**config.mk**
```make
export PLATFORM = sky130hd
export DESIGN_NAME = prime_field_alu_flat
export DESIGN_NICKNAME = d
export VERILOG_FILES = /design/src/sv/pfa_pkg.sv /design/src/sv/pfa_if.sv /design/src/sv/prime_field_alu.sv /design/src/flat_wrapper.sv
export VERILOG_INCLUDE_DIRS = /design/src /design/src/sv
export SDC_FILE = /design/constraint.sdc
export NUM_CORES = 1
export LEC_CHECK = 0
export BUFFER_PORTS_ARGS = -buffer_cell sky130_fd_sc_hd__buf_2
export CAP_MARGIN = 40
export CORE_ASPECT_RATIO = 1.75
export CORE_MARGIN = 2
export CORE_UTILIZATION = 45
export CTS_CLUSTER_DIAMETER = 100
export DETAILED_ROUTE_END_ITERATION = 7
export PLACE_DENSITY = 0.65
export SLEW_MARGIN = 20
export SYNTH_ARGS = -nofsm -noshare
export SYNTH_HDL_FRONTEND = slang
export SYNTH_SLANG_ARGS = --single-unit
```
**constraint.sdc**
```tcl
create_clock -name clk -period 12.4 [get_ports clk]
set_input_delay 3.1 -clock clk [delete_from_list [all_inputs] [get_ports clk]]
set_output_delay 3.1 -clock clk [all_outputs]
set_load 0.01 [all_outputs]
```
**src/sv/prime_field_alu_assert.svh**
```systemverilog
// Assertion macros for the prime field ALU.
// Needs nothing else; included by files that carry concurrent checks.
`ifndef PRIME_FIELD_ALU_ASSERT_SVH
`define PRIME_FIELD_ALU_ASSERT_SVH

// Same-cycle implication, disabled during reset.
`define PFA_ASSERT_IMP(lbl, clk_s, rst_s, ante, cons) \
  lbl: assert property (@(posedge clk_s) disable iff (rst_s) (ante) |-> (cons)) \
    else $error("pfa assertion failed");

// Next-cycle implication, disabled during reset.
`define PFA_ASSERT_NXT(lbl, clk_s, rst_s, ante, cons) \
  lbl: assert property (@(posedge clk_s) disable iff (rst_s) (ante) |=> (cons)) \
    else $error("pfa assertion failed");

`endif

```
**src/sv/pfa_pkg.sv**
```systemverilog
// Shared widths, field constants and command codes of the prime field ALU.
// No dependencies; used by the channel interfaces and the top level.
package pfa_pkg;

  localparam int CMD_W = 4;
  localparam int OPD_W = 22;
  localparam int RES_W = 21;

  // Field modulus, its double for the reduction steps, and M-1 and M-2 for the exponents.
  localparam logic [RES_W-1:0] MOD    = 21'd1234577;
  localparam logic [RES_W:0]   MOD_X2 = 22'd2469154;
  localparam logic [RES_W-1:0] MOD_M1 = 21'd1234576;
  localparam logic [RES_W-1:0] MOD_M2 = 21'd1234575;

  localparam logic [CMD_W-1:0] CMD_ADD = 4'd0;
  localparam logic [CMD_W-1:0] CMD_SUB = 4'd1;
  localparam logic [CMD_W-1:0] CMD_MUL = 4'd2;
  localparam logic [CMD_W-1:0] CMD_DIV = 4'd3;
  localparam logic [CMD_W-1:0] CMD_POW = 4'd4;
  localparam logic [CMD_W-1:0] CMD_EQ  = 4'd5;
  localparam logic [CMD_W-1:0] CMD_LT  = 4'd6;
  localparam logic [CMD_W-1:0] CMD_GT  = 4'd7;
  localparam logic [CMD_W-1:0] CMD_LE  = 4'd8;
  localparam logic [CMD_W-1:0] CMD_GE  = 4'd9;
  localparam logic [CMD_W-1:0] CMD_NE  = 4'd10;

endpackage

```
**src/sv/pfa_if.sv**
```systemverilog
// Valid/ready channel interfaces of the prime field ALU: request and response.
// Depends on pfa_pkg for field widths.
interface pfa_req_if import pfa_pkg::*; ();
  logic                    valid;
  logic                    ready;
  logic [CMD_W-1:0]        command;
  logic signed [OPD_W-1:0] operand_a;
  logic signed [OPD_W-1:0] operand_b;

  modport source (output valid, command, operand_a, operand_b, input ready);
  modport sink   (input valid, command, operand_a, operand_b, output ready);
endinterface

interface pfa_rsp_if import pfa_pkg::*; ();
  logic             valid;
  logic             ready;
  logic [RES_W-1:0] value;
  logic             truth;
  logic             no_inverse;

  modport source (output valid, value, truth, no_inverse, input ready);
  modport sink   (input valid, value, truth, no_inverse, output ready);
endinterface

```
**src/sv/prime_field_alu.sv**
```systemverilog
// Prime field ALU: add, sub, mul, div, pow and six residue comparisons mod 1234577.
// Depends on pfa_pkg, the pfa_req_if / pfa_rsp_if interfaces and the assertion header.
//
// Usage:
//   req carries command, operand_a, operand_b; rsp returns value, truth, no_inverse.
//   A transfer happens on a rising edge with valid and ready both high.
//   One item is in flight at a time: req.ready is high only while the block idles.
//   A request passes S_EXEC, any S_MUL products and S_DONE before rsp.valid; per command:
//     add, sub, comparisons, unused codes : computed in S_EXEC
//     mul                                 : one product on the multiplier
//     pow                                 : square-and-multiply; e that gives 1 ends in S_EXEC
//     div                                 : Fermat inverse b^(M-2), then one mul; b = 0 flags no_inverse
//   req.ready rises with rsp.valid, so no new request is taken before the last
//   result has been loaded into the output register.
//   All products go through one shift-add modular multiplier that retires one
//   multiplier bit per cycle; pow and div run square-and-multiply over 21 exponent
//   bits on that unit, so it sets the rate.
//   Reset clears the sequencer and drops any pending result.
//   When the receiver stalls, the result holds in the output register; the next
//   request is taken meanwhile and its result waits until the register frees up.
`include "prime_field_alu_assert.svh"

module prime_field_alu import pfa_pkg::*; (
  input  logic   clk,
  input  logic   rst,
  pfa_req_if.sink   req,
  pfa_rsp_if.source rsp
);

  localparam logic [2:0] S_IDLE = 3'd0;
  localparam logic [2:0] S_EXEC = 3'd1;
  localparam logic [2:0] S_MUL  = 3'd2;
  localparam logic [2:0] S_DONE = 3'd3;

  localparam logic [1:0] PH_SQR   = 2'd0;  // square the running power
  localparam logic [1:0] PH_MULB  = 2'd1;  // multiply by the base
  localparam logic [1:0] PH_FINAL = 2'd2;  // last product, goes to the result

  localparam logic [4:0] MUL_LAST = 5'(RES_W - 1);
  localparam logic [4:0] BIT_TOP  = 5'(RES_W - 1);

  // Sequencer and operand registers.
  logic [2:0]       state;
  logic [1:0]       phase;
  logic [CMD_W-1:0] cmd;
  logic [RES_W-1:0] a_res;
  logic [RES_W-1:0] b_res;
  logic [RES_W-1:0] exp_r;
  logic             exp_zero;
  logic [4:0]       bidx;

  // Shared shift-add multiplier: mr accumulates mx * my mod M, MSB of my first.
  logic [RES_W-1:0] mx;
  logic [RES_W-1:0] my;
  logic [RES_W-1:0] mr;
  logic [4:0]       mcnt;

  // Pending result and output register.
  logic [RES_W-1:0] res_value;
  logic             res_truth;
  logic             res_noinv;
  logic             out_valid;
  logic [RES_W-1:0] out_value;
  logic             out_truth;
  logic             out_noinv;

  // Combinational helpers.
  logic [RES_W-1:0] a_norm;
  logic [RES_W-1:0] b_norm;
  logic [RES_W:0]   a_pos;
  logic [RES_W:0]   b_pos;
  logic [OPD_W:0]   a_p1, a_p2, b_p1, b_p2;
  logic [OPD_W:0]   e_neg;
  logic [RES_W-1:0] exp_in;
  logic             exp_zero_in;
  logic [RES_W:0]   sum_ab;
  logic [RES_W:0]   dif_ab;
  logic [RES_W-1:0] add_val;
  logic [RES_W-1:0] sub_val;
  logic [RES_W:0]   step_t;
  logic [RES_W-1:0] step_r;
  logic [RES_W-1:0] base;

  // Bring each signed operand to its residue: a negative one gets M added,
  // and 2M when that is still negative; a positive one loses M at most once.
  always_comb begin
    a_pos = {1'b0, req.operand_a[RES_W-1:0]};
    b_pos = {1'b0, req.operand_b[RES_W-1:0]};
    a_p1  = {req.operand_a[OPD_W-1], req.operand_a} + {2'b00, MOD};
    a_p2  = {req.operand_a[OPD_W-1], req.operand_a} + {1'b0, MOD_X2};
    b_p1  = {req.operand_b[OPD_W-1], req.operand_b} + {2'b00, MOD};
    b_p2  = {req.operand_b[OPD_W-1], req.operand_b} + {1'b0, MOD_X2};
    if (!req.operand_a[OPD_W-1]) begin
      a_norm = (a_pos >= {1'b0, MOD}) ? RES_W'(a_pos - {1'b0, MOD}) : a_pos[RES_W-1:0];
    end else begin
      a_norm = a_p1[OPD_W] ? a_p2[RES_W-1:0] : a_p1[RES_W-1:0];
    end
    if (!req.operand_b[OPD_W-1]) begin
      b_norm = (b_pos >= {1'b0, MOD}) ? RES_W'(b_pos - {1'b0, MOD}) : b_pos[RES_W-1:0];
    end else begin
      b_norm = b_p1[OPD_W] ? b_p2[RES_W-1:0] : b_p1[RES_W-1:0];
    end
  end

  // Exponent: negative e becomes M-1+e with no reduction; e = 0, or M-1+e zero or below, gives 1.
  always_comb begin
    e_neg = {req.operand_b[OPD_W-1], req.operand_b} + {2'b00, MOD_M1};
    if (req.operand_b[OPD_W-1]) begin
      exp_in      = e_neg[RES_W-1:0];
      exp_zero_in = e_neg[OPD_W] || (e_neg == '0);
    end else begin
      exp_in      = req.operand_b[RES_W-1:0];
      exp_zero_in = (req.operand_b == '0);
    end
  end

  // Combinational field add and subtract.
  always_comb begin
    sum_ab  = {1'b0, a_res} + {1'b0, b_res};
    dif_ab  = {1'b0, a_res} - {1'b0, b_res};
    add_val = (sum_ab >= {1'b0, MOD}) ? RES_W'(sum_ab - {1'b0, MOD}) : sum_ab[RES_W-1:0];
    sub_val = dif_ab[RES_W] ? RES_W'(dif_ab + {1'b0, MOD}) : dif_ab[RES_W-1:0];
  end

  // One multiplier step: double, add mx on a set bit, fold back below M.
  always_comb begin
    step_t = {mr, 1'b0} + (my[RES_W-1] ? {1'b0, mx} : '0);
    if (step_t >= MOD_X2) begin
      step_r = RES_W'(step_t - MOD_X2);
    end else if (step_t >= {1'b0, MOD}) begin
      step_r = RES_W'(step_t - {1'b0, MOD});
    end else begin
      step_r = step_t[RES_W-1:0];
    end
  end

  // div raises the divisor to M-2; pow raises the first operand.
  assign base = (cmd == CMD_DIV) ? b_res : a_res;

  always_ff @(posedge clk) begin
    if (rst) begin
      state     <= S_IDLE;
      out_valid <= 1'b0;
      mcnt      <= '0;
    end else begin
      // Drop the output once taken; a fresh load below overrides.
      if (out_valid && rsp.ready) begin
        out_valid <= 1'b0;
      end

      case (state)
        S_IDLE: begin
          if (req.valid) begin
            cmd      <= req.command;
            a_res    <= a_norm;
            b_res    <= b_norm;
            exp_r    <= exp_in;
            exp_zero <= exp_zero_in;
            state    <= S_EXEC;
          end
        end

        S_EXEC: begin
          res_value <= '0;
          res_truth <= 1'b0;
          res_noinv <= 1'b0;
          state     <= S_DONE;
          mr        <= '0;
          mcnt      <= '0;
          case (cmd)
            CMD_ADD: res_value <= add_val;
            CMD_SUB: res_value <= sub_val;
            CMD_MUL: begin
              mx    <= a_res;
              my    <= b_res;
              phase <= PH_FINAL;
              state <= S_MUL;
            end
            CMD_DIV: begin
              // Prime modulus: only zero lacks an inverse.
              if (b_res == '0) begin
                res_noinv <= 1'b1;
              end else begin
                exp_r <= MOD_M2;
                bidx  <= BIT_TOP;
                mx    <= RES_W'(1);
                my    <= RES_W'(1);
                phase <= PH_SQR;
                state <= S_MUL;
              end
            end
            CMD_POW: begin
              if (exp_zero) begin
                res_value <= RES_W'(1);
              end else begin
                bidx  <= BIT_TOP;
                mx    <= RES_W'(1);
                my    <= RES_W'(1);
                phase <= PH_SQR;
                state <= S_MUL;
              end
            end
            CMD_EQ:  res_truth <= (a_res == b_res);
            CMD_LT:  res_truth <= (a_res <  b_res);
            CMD_GT:  res_truth <= (a_res >  b_res);
            CMD_LE:  res_truth <= (a_res <= b_res);
            CMD_GE:  res_truth <= (a_res >= b_res);
            CMD_NE:  res_truth <= (a_res != b_res);
            default: res_value <= '0;
          endcase
        end

        S_MUL: begin
          mr   <= step_r;
          my   <= {my[RES_W-2:0], 1'b0};
          mcnt <= mcnt + 5'd1;
          if (mcnt == MUL_LAST) begin
            mr   <= '0;
            mcnt <= '0;
            if (phase == PH_FINAL) begin
              res_value <= step_r;
              state     <= S_DONE;
            end else if (phase == PH_SQR && exp_r[bidx]) begin
              mx    <= step_r;
              my    <= base;
              phase <= PH_MULB;
            end else if (bidx == '0) begin
              // Power complete: deliver it, or multiply the inverse by a for div.
              if (cmd == CMD_DIV) begin
                mx    <= step_r;
                my    <= a_res;
                phase <= PH_FINAL;
              end else begin
                res_value <= step_r;
                state     <= S_DONE;
              end
            end else begin
              bidx  <= bidx - 5'd1;
              mx    <= step_r;
              my    <= step_r;
              phase <= PH_SQR;
            end
          end
        end

        S_DONE: begin
          // Hold the result until the output register is free.
          if (!out_valid || rsp.ready) begin
            out_valid <= 1'b1;
            out_value <= res_value;
            out_truth <= res_truth;
            out_noinv <= res_noinv;
            state     <= S_IDLE;
          end
        end

        default: state <= S_IDLE;
      endcase
    end
  end

  assign req.ready      = (state == S_IDLE);
  assign rsp.valid      = out_valid;
  assign rsp.value      = out_value;
  assign rsp.truth      = out_truth;
  assign rsp.no_inverse = out_noinv;

  `PFA_ASSERT_NXT(a_one_in_flight, clk, rst, req.valid && req.ready, !req.ready)
  `PFA_ASSERT_IMP(a_mul_acc_reduced, clk, rst, state == S_MUL, mr < MOD)
  `PFA_ASSERT_IMP(a_noinv_clean, clk, rst, rsp.valid && rsp.no_inverse, rsp.value == '0 && !rsp.truth)
  `PFA_ASSERT_IMP(a_truth_clean, clk, rst, rsp.valid && rsp.truth, rsp.value == '0 && !rsp.no_inverse)

endmodule
```
**src/flat_wrapper.sv**
```systemverilog
// flat-port wrapper written by rule: the top's interface ports become plain ports
module prime_field_alu_flat import pfa_pkg::*;
  (clk, rst, req_valid, req_command, req_operand_a, req_operand_b, req_ready, rsp_valid, rsp_value, rsp_truth, rsp_no_inverse, rsp_ready);
  pfa_req_if req_i ();
  pfa_rsp_if rsp_i ();
  input  logic clk;
  input  logic rst;
  input wire logic [$bits(req_i.valid)-1:0] req_valid;
  input wire logic [$bits(req_i.command)-1:0] req_command;
  input wire logic [$bits(req_i.operand_a)-1:0] req_operand_a;
  input wire logic [$bits(req_i.operand_b)-1:0] req_operand_b;
  output wire logic [$bits(req_i.ready)-1:0] req_ready;
  output wire logic [$bits(rsp_i.valid)-1:0] rsp_valid;
  output wire logic [$bits(rsp_i.value)-1:0] rsp_value;
  output wire logic [$bits(rsp_i.truth)-1:0] rsp_truth;
  output wire logic [$bits(rsp_i.no_inverse)-1:0] rsp_no_inverse;
  input wire logic [$bits(rsp_i.ready)-1:0] rsp_ready;
  assign req_i.valid = req_valid;
  assign req_i.command = req_command;
  assign req_i.operand_a = req_operand_a;
  assign req_i.operand_b = req_operand_b;
  assign req_ready = req_i.ready;
  assign rsp_valid = rsp_i.valid;
  assign rsp_value = rsp_i.value;
  assign rsp_truth = rsp_i.truth;
  assign rsp_no_inverse = rsp_i.no_inverse;
  assign rsp_i.ready = rsp_ready;
  prime_field_alu u_core (.clk(clk), .rst(rst), .req(req_i), .rsp(rsp_i));
endmodule
```
==> results_dict.tcl, run 1 <==
set metrics [dict create \
    outcome "completed" \
    clkPwrFrac 0.127 \
    switchingPower_mw 2.36 \
    finClkSkew_ns 0.0146 \
    via_per_inst 6.60 \
    hold_end "u_core.rsp.value[18]$_DFFE_PP_" \
    grt-busiest-layer "met2" \
    synth_top_cells_by_area "edfxtp_1 (31%), ha_1 (6.6%), xnor2_1 (4.3%)" \
    leakagePower_nw 7.43 \
    met3_usage 0.0428 \
    drv_cap 0 \
    use_met2 0.547 \
    layout-drive-gt1-share 0.0941 \
    rows 97 \
    yosys.cell_types.count 91 \
    io_buffer_count 76 \
    n_antenna_cell 0 \
    place_congestion 0.986 \
    grt_pass1_wl_microns 96300 \
    synth_top_family_by_area "compound AO/OA/AOI/OAI gates" \
    core-area_sq_um 39800 \
    wl_microns 62600 \
    hp-class "flip-flop to flip-flop" \
    ctsHoldBuffers 0 \
    synthCells 2142 \
    cts_buffer_depth 2 \
    synth_compound_area_frac 0.277 \
    die_x_microns 156 \
    p_per_area_nw_per_um2 239 \
    synth_edf_count 184 \
    final-setup-viol-count 0 \
    synth-simple-area-share 0.204 \
    yosys_register_bits 192 \
    cp.arrival_ns 6.37 \
    cts.sinks 192 \
    root_buffer "clkbuf_16" \
    first_pass_iters 7 \
    vdd_drop_max_mv 0.122 \
    via_count 17426 \
    combPwrFrac 0.647 \
    clock.fmax_mhz 164 \
    r2r_cells 15 \
    dp_hpwl_microns 49200 \
    drc 0 \
    synth_xor_area_frac 0.0639 \
    start_util 0.454 \
    slew_headroom 0.327 \
    critical_path_class "input port to flip-flop" \
    startpoint_type "input port" \
    synth_top_area_frac 0.306 \
    finalHoldViolations 0 \
    grt_pass1_vias 17184 \
    max_stage_delay_ns 0.53 \
    htreeDepth 4 \
    finalHoldWorstSlack_ns 0.414 \
    regToRegSetupSlack_ns 6.61 \
    setup_tns_ns 0 \
    yosysTopAreaCell "edfxtp_1" \
    antenna_found_initial 0 \
    grt.overflow.total 0 \
    hold_depth 0 \
    postRouteAntennaNets 0 \
    report.final.slew_viol_count 0 \
    synth_nets 2292 \
    path_clk_slew_ns 0.08 \
    die_h_microns 269 \
    critPathRequiredTime_ns 12.67 \
    seqPwrFrac 0.227 \
    worstPathMaxFanout 12 \
    synthMuxAreaShare 0.0253 \
    wire_per_inst_microns 23.7 \
    postCtsSetupBuffers 0 \
    r2r-start "u_core.my[20]$_DFFE_PP_" \
    tightestPinTransition_ns 0.984 \
    min_period_ns 6.10 \
    worstSetupEndpointType "flip-flop" \
    fin_crit_sh 0.492 \
    cts_tree "yes" \
    fin_nets 2284 \
    ys_warn_count 0 \
    grt_usage 0.297 \
    synthAdderAreaFrac 0.0691 \
    cts_resized 0 \
    sw_frac_of_total 0.506 \
    netlist_area_sq_um 18100 \
    path_cells "buf_2 -> inv_1 -> ha_1 -> a21bo_2 -> o21ai_0 -> a21bo_2 -> a21oi_1 -> o21ai_0 -> a21oi_1 -> o21ai_1 -> nor2_1 -> a32o_1 -> a221oi_1" \
    rsz0062_at_grt "false" \
    async_flop_share 0 \
    syn_avg_cell_area_sq_um 8.44 \
    timing.rr.end "u_core.my[15]$_DFFE_PP_" \
    drtIter0Drc 1527 \
    hold_start "u_core.res_value[18]$_DFFE_PP_" \
    pin_count 77 \
    synth.top_cells.by_count "edfxtp_1 (184), nand2_1 (184), nor2_1 (164)" \
    design.die.area_sq_um 41900 \
    seq_area_frac_synth 0.314 \
    grt_max_degree 65 \
    nFillCells 3904 \
    cts_buffers 17 \
    ys.flop_type "edfxtp_1" \
    clock_latency_ns 0.47 \
    area_growth_pct 7.93 \
    slowest_stage "o21ai_1" \
    intPower_mw 2.30 \
    gr-usage-met1 0.292 \
]
-- layout make-up --
type | count | area, sq um | area share
multi-input cells | 1730 | 11600 | 0.594
flip-flops and latches | 192 | 5690 | 0.291
repair buffers | 107 | 663 | 0.0340
well taps | 495 | 619 | 0.0317
clock buffers | 17 | 425 | 0.0218
inverters | 86 | 323 | 0.0165
clock inverters | 15 | 198 | 0.0101
-- stage by stage --
stage | std cells | util | instance area (sq um) | power [mW] | setup slack, ns
finish | 2642 | 0.490 | 19500 | 4.67 | 6.30
global route | 2642 | 0.490 | 19500 | 4.93 | 6.04
CTS | 2638 | 0.490 | 19500 | 4.58 | 6.35
detailed placement | 2606 | 0.474 | 18900 | 3.98 | 5.87
global placement | 2600 | 0.471 | 18800 | 3.92 | 6.03
floorplan | 2142 | - | 18100 | 3.11 | 5.10
-- registers in the layout, indices dropped and copies added (netlist names), 2 cells and up --
register and count:
u_core.mr 21, u_core.state 2, u_core.bidx 5, u_core.b_res 21, u_core.my 21, u_core.phase 2
u_core.mx 21, u_core.exp_r 21, u_core.mcnt 5, u_core.rsp.value 21, u_core.cmd 4, u_core.a_res 21
u_core.res_value 21
-- routing by layer --
layer	vias to the layer above	share of wire
met5	-	0
met4	0	0.091
met3	281	0.053
met2	760	0.52
met1	8279	0.33
li1	8106	-
-- layout by cell type, fill, tap and decap left out, types with 37 or more instances in the layout --
cell type,instances
xor2_1,42
xnor2_1,88
nand2_1,184
nand3_1,63
a21oi_1,147
and3_1,37
nor3_1,61
buf_2,77
o21ai_0,109
ha_1,94
nor2_1,162
inv_1,82
and2_1,41
edfxtp_1,184
-- how the worst max path moves through the flow --
stage	from	end	slack, ns
4_1_cts	req_operand_a[1]	u_core.a_res[2]$_DFFE_PP_	6.35
3_5_place_dp	req_operand_a[1]	u_core.a_res[2]$_DFFE_PP_	5.87
3_3_place_gp	req_operand_a[1]	u_core.a_res[2]$_DFFE_PP_	6.03
6_report	req_operand_a[1]	u_core.a_res[2]$_DFFE_PP_	6.30
2_1_floorplan	rst	u_core.a_res[0]$_DFFE_PP_	5.10
5_1_grt	req_operand_a[1]	u_core.a_res[2]$_DFFE_PP_	6.04
-- critical path, delay by kind of cell --
| kind | cells | cell delay [ns] |
|---|---|---|
| compound gates | 9 | 2.44 |
| simple gates | 1 | 0.37 |
| buf+inv | 2 | 0.26 |
| fa+ha+maj | 1 | 0.21 |
-- cells by family after synthesis --
kind of cell             Yosys count
AO/OA/AOI/OAI                    720
XOR/XNOR                         131
adder cells (fa/ha/maj)           98
buffers and inverters            220
flip-flops                       192
multiplexers                      40
AND/OR/NAND/NOR                  741
-- power groups by stage --
stage	Clock, mW	Combinational, mW	Sequential, mW
6_report	0.591	3.02	1.06
5_1_grt	0.624	3.24	1.07
4_1_cts	0.598	2.93	1.05
3_5_place_dp	0	2.91	1.07
3_3_place_gp	0	2.85	1.07
2_1_floorplan	0	2.09	1.01
(Power assumes the default switching activity.)
==> run 2: changes to the inputs <==
--- a/config.mk
+++ b/config.mk
@@ -13,7 +13,7 @@
 export CORE_UTILIZATION = 45
 export CTS_CLUSTER_DIAMETER = 100
 export DETAILED_ROUTE_END_ITERATION = 7
-export PLACE_DENSITY = 0.65
+export PLACE_DENSITY = 0.68
 export SLEW_MARGIN = 20
 export SYNTH_ARGS = -nofsm -noshare
 export SYNTH_HDL_FRONTEND = slang
==> constraint.sdc (replaced) <==
create_clock -name clk -period 5.57 [get_ports clk]
set_input_delay 1.3925 -clock clk [delete_from_list [all_inputs] [get_ports clk]]
set_output_delay 1.3925 -clock clk [all_outputs]
set_load 0.01 [all_outputs]
==> run 2 against run 1 <==
Effect of this change:
- the run now ends with DRC left
- worst hold slack better by 0.0072 ns
- final cell count up 0.68%
- core utilization up 0.30 points
- clock skew up 0.0031 ns
- wire length up 3.2%
- highest routed layer unchanged
- global-route usage up 1.2 points
- first-iteration DRC count up 0.85%
- critical path depth up 1
- clock power up 130%
==> results_dict.tcl, run 2 (synthesis gave the netlist of run 1 again) <==
set metrics [dict create \
    cts_resized 0 \
    cts_buffers 17 \
    grt_pass1_wl_microns 99600 \
    cts_buffer_depth 2 \
    worstPathMaxFanout 8 \
    pin_count 77 \
    critical_path_class "flip-flop to flip-flop" \
    nFillCells 3837 \
    postRouteAntennaNets 0 \
    first_pass_iters 8 \
    root_buffer "clkbuf_16" \
    via_count 17376 \
    ctsHoldBuffers 0 \
    post-route-cell-area_sq_um 19600 \
    drc 21 \
    wl_met3_microns 2910 \
    antenna_found_initial 1 \
    clock_latency_ns 0.47 \
    grt_max_degree 53 \
    rsz0062_at_grt "false" \
    final-setup-viol-count 0 \
    path_clk_slew_ns 0.07 \
    min_period_ns 5.30 \
    layout-drive-gt1-share 0.102 \
    most-common-layout-cells "nand2_1 (184), edfxtp_1 (184), nor2_1 (162), a21oi_1 (147), o21ai_0 (109)" \
    io_buffer_count 76 \
    critPathRequiredTime_ns 5.79 \
    switchingPower_mw 5.18 \
    n_antenna_cell 0 \
    die_h_microns 269 \
    wl_met1_microns 22000 \
    cp.arrival_ns 5.52 \
    clock.fmax_mhz 189 \
    vdd_drop_max_mv 0.259 \
    start_util 0.454 \
    leakagePower_nw 7.52 \
    maxUsedRoutingLayer "met4" \
    drv_cap 0 \
    tightestPinTransition_ns 0.894 \
    hp-class "flip-flop to flip-flop" \
    startpoint_type "flip-flop" \
    rows 97 \
    wire_per_inst_microns 24.3 \
    postCtsSetupBuffers 0 \
    sw_frac_of_total 0.497 \
    cts_tree "yes" \
    clkPwrFrac 0.128 \
    fin_crit_sh 0.952 \
    htreeDepth 4 \
    p_per_area_nw_per_um2 531 \
    place_area_sq_um 19000 \
    design.die.area_sq_um 41900 \
    grt_usage 0.309 \
    grt.overflow.total 0 \
    seqPwrFrac 0.228 \
    outcome "finished with violations" \
    violations "DRC" \
    core-area_sq_um 39800 \
    grt_pass1_vias 17482 \
    intPower_mw 5.24 \
    setup_tns_ns 0 \
    finClkSkew_ns 0.0177 \
    slew_headroom 0.404 \
    area_growth_pct 8.60 \
    via_per_inst 6.53 \
    report.final.slew_viol_count 0 \
    dp_hpwl_microns 50800 \
    cts.sinks 192 \
    combPwrFrac 0.644 \
    fin_nets 2302 \
    wl_met2_microns 33000 \
    worstSetupEndpointType "flip-flop" \
    place_congestion 0.979 \
    finalHoldViolations 0 \
    wl_microns 64600 \
    drtIter0Drc 1540 \
    die_x_microns 156 \
]
-- run 2: cell types whose count changed in the layout (fill, tap and decap cells not counted), sizes merged --
cell,previous run,this run
buf,105,124
clkinv,8,5
bufinv,2,3
clkinvlp,1,2
dlymetal6s2s,0,1
inv,90,89
-- run 2: layer usage --
metal,GRT usage,vias to the layer above
li1,-,8130
met1,0.313,8235
met4,0.273,0
met2,0.551,728
met3,0.0346,283
met5,0,-
-- run 2: worst paths after layout --
path | depth (start not counted) | start | to | slack, ns
worst max-delay path | 14 | u_core.my[20]$_DFFE_PP_ | u_core.my[16]$_DFFE_PP_ | 0.27
worst min-delay path | 0 | u_core.res_value[11]$_DFFE_PP_ | u_core.rsp.value[11]$_DFFE_PP_ | 0.42
worst max register to register | 14 | u_core.my[20]$_DFFE_PP_ | u_core.my[16]$_DFFE_PP_ | 0.27
worst min register to register | 0 | u_core.res_value[11]$_DFFE_PP_ | u_core.rsp.value[11]$_DFFE_PP_ | 0.42
-- run 2: worst max-delay path, cell delays in order (launching register included) --
cell      delay (ns)
edfxtp_1        0.46
and2_1          0.18
ha_1            0.21
fa_1            0.47
a21o_1          0.23
a221oi_1        0.61
nor3_1          0.14
o211ai_1        0.41
o31ai_1         0.21
a31oi_1         0.47
a211oi_2        0.26
or3_1           0.55
o32ai_2         0.20
xnor2_1         0.25
a221o_1         0.39
-- run 2: cell type report --
| type | count | area (sq um) | share of cell area |
|---|---|---|---|
| multi-input combinational | 1730 | 11600 | 0.591 |
| sequential | 192 | 5690 | 0.290 |
| timing repair buffer | 125 | 788 | 0.0401 |
| tap | 495 | 619 | 0.0315 |
| clock buffer | 19 | 433 | 0.0220 |
| inverter | 86 | 323 | 0.0164 |
| clock inverter | 13 | 175 | 0.00892 |
-- run 2: power by group through the flow --
stage                     clock [mW]  combinational [mW]  sequential (mW)
after floorplan                    0                4.66             2.25
after global placement             0                6.45             2.40
after detailed placement           0                6.51             2.40
after CTS                       1.35                6.56             2.37
after global routing            1.39                7.24             2.40
final                           1.33                6.71             2.38
-- run 2: through the flow --
step	hold slack (ns)	power (mW)	utilization	setup WS [ns]	std cells
4_1_cts	0.423	10.3	0.492	0.399	2656
5_1_grt	0.429	11.0	0.493	0.0669	2660
3_5_place_dp	0.405	8.91	0.477	0.430	2624
2_1_floorplan	0.400	6.91	-	1.08	2142
3_3_place_gp	0.403	8.84	0.476	0.488	2621
6_report	0.422	10.4	0.493	0.267	2660
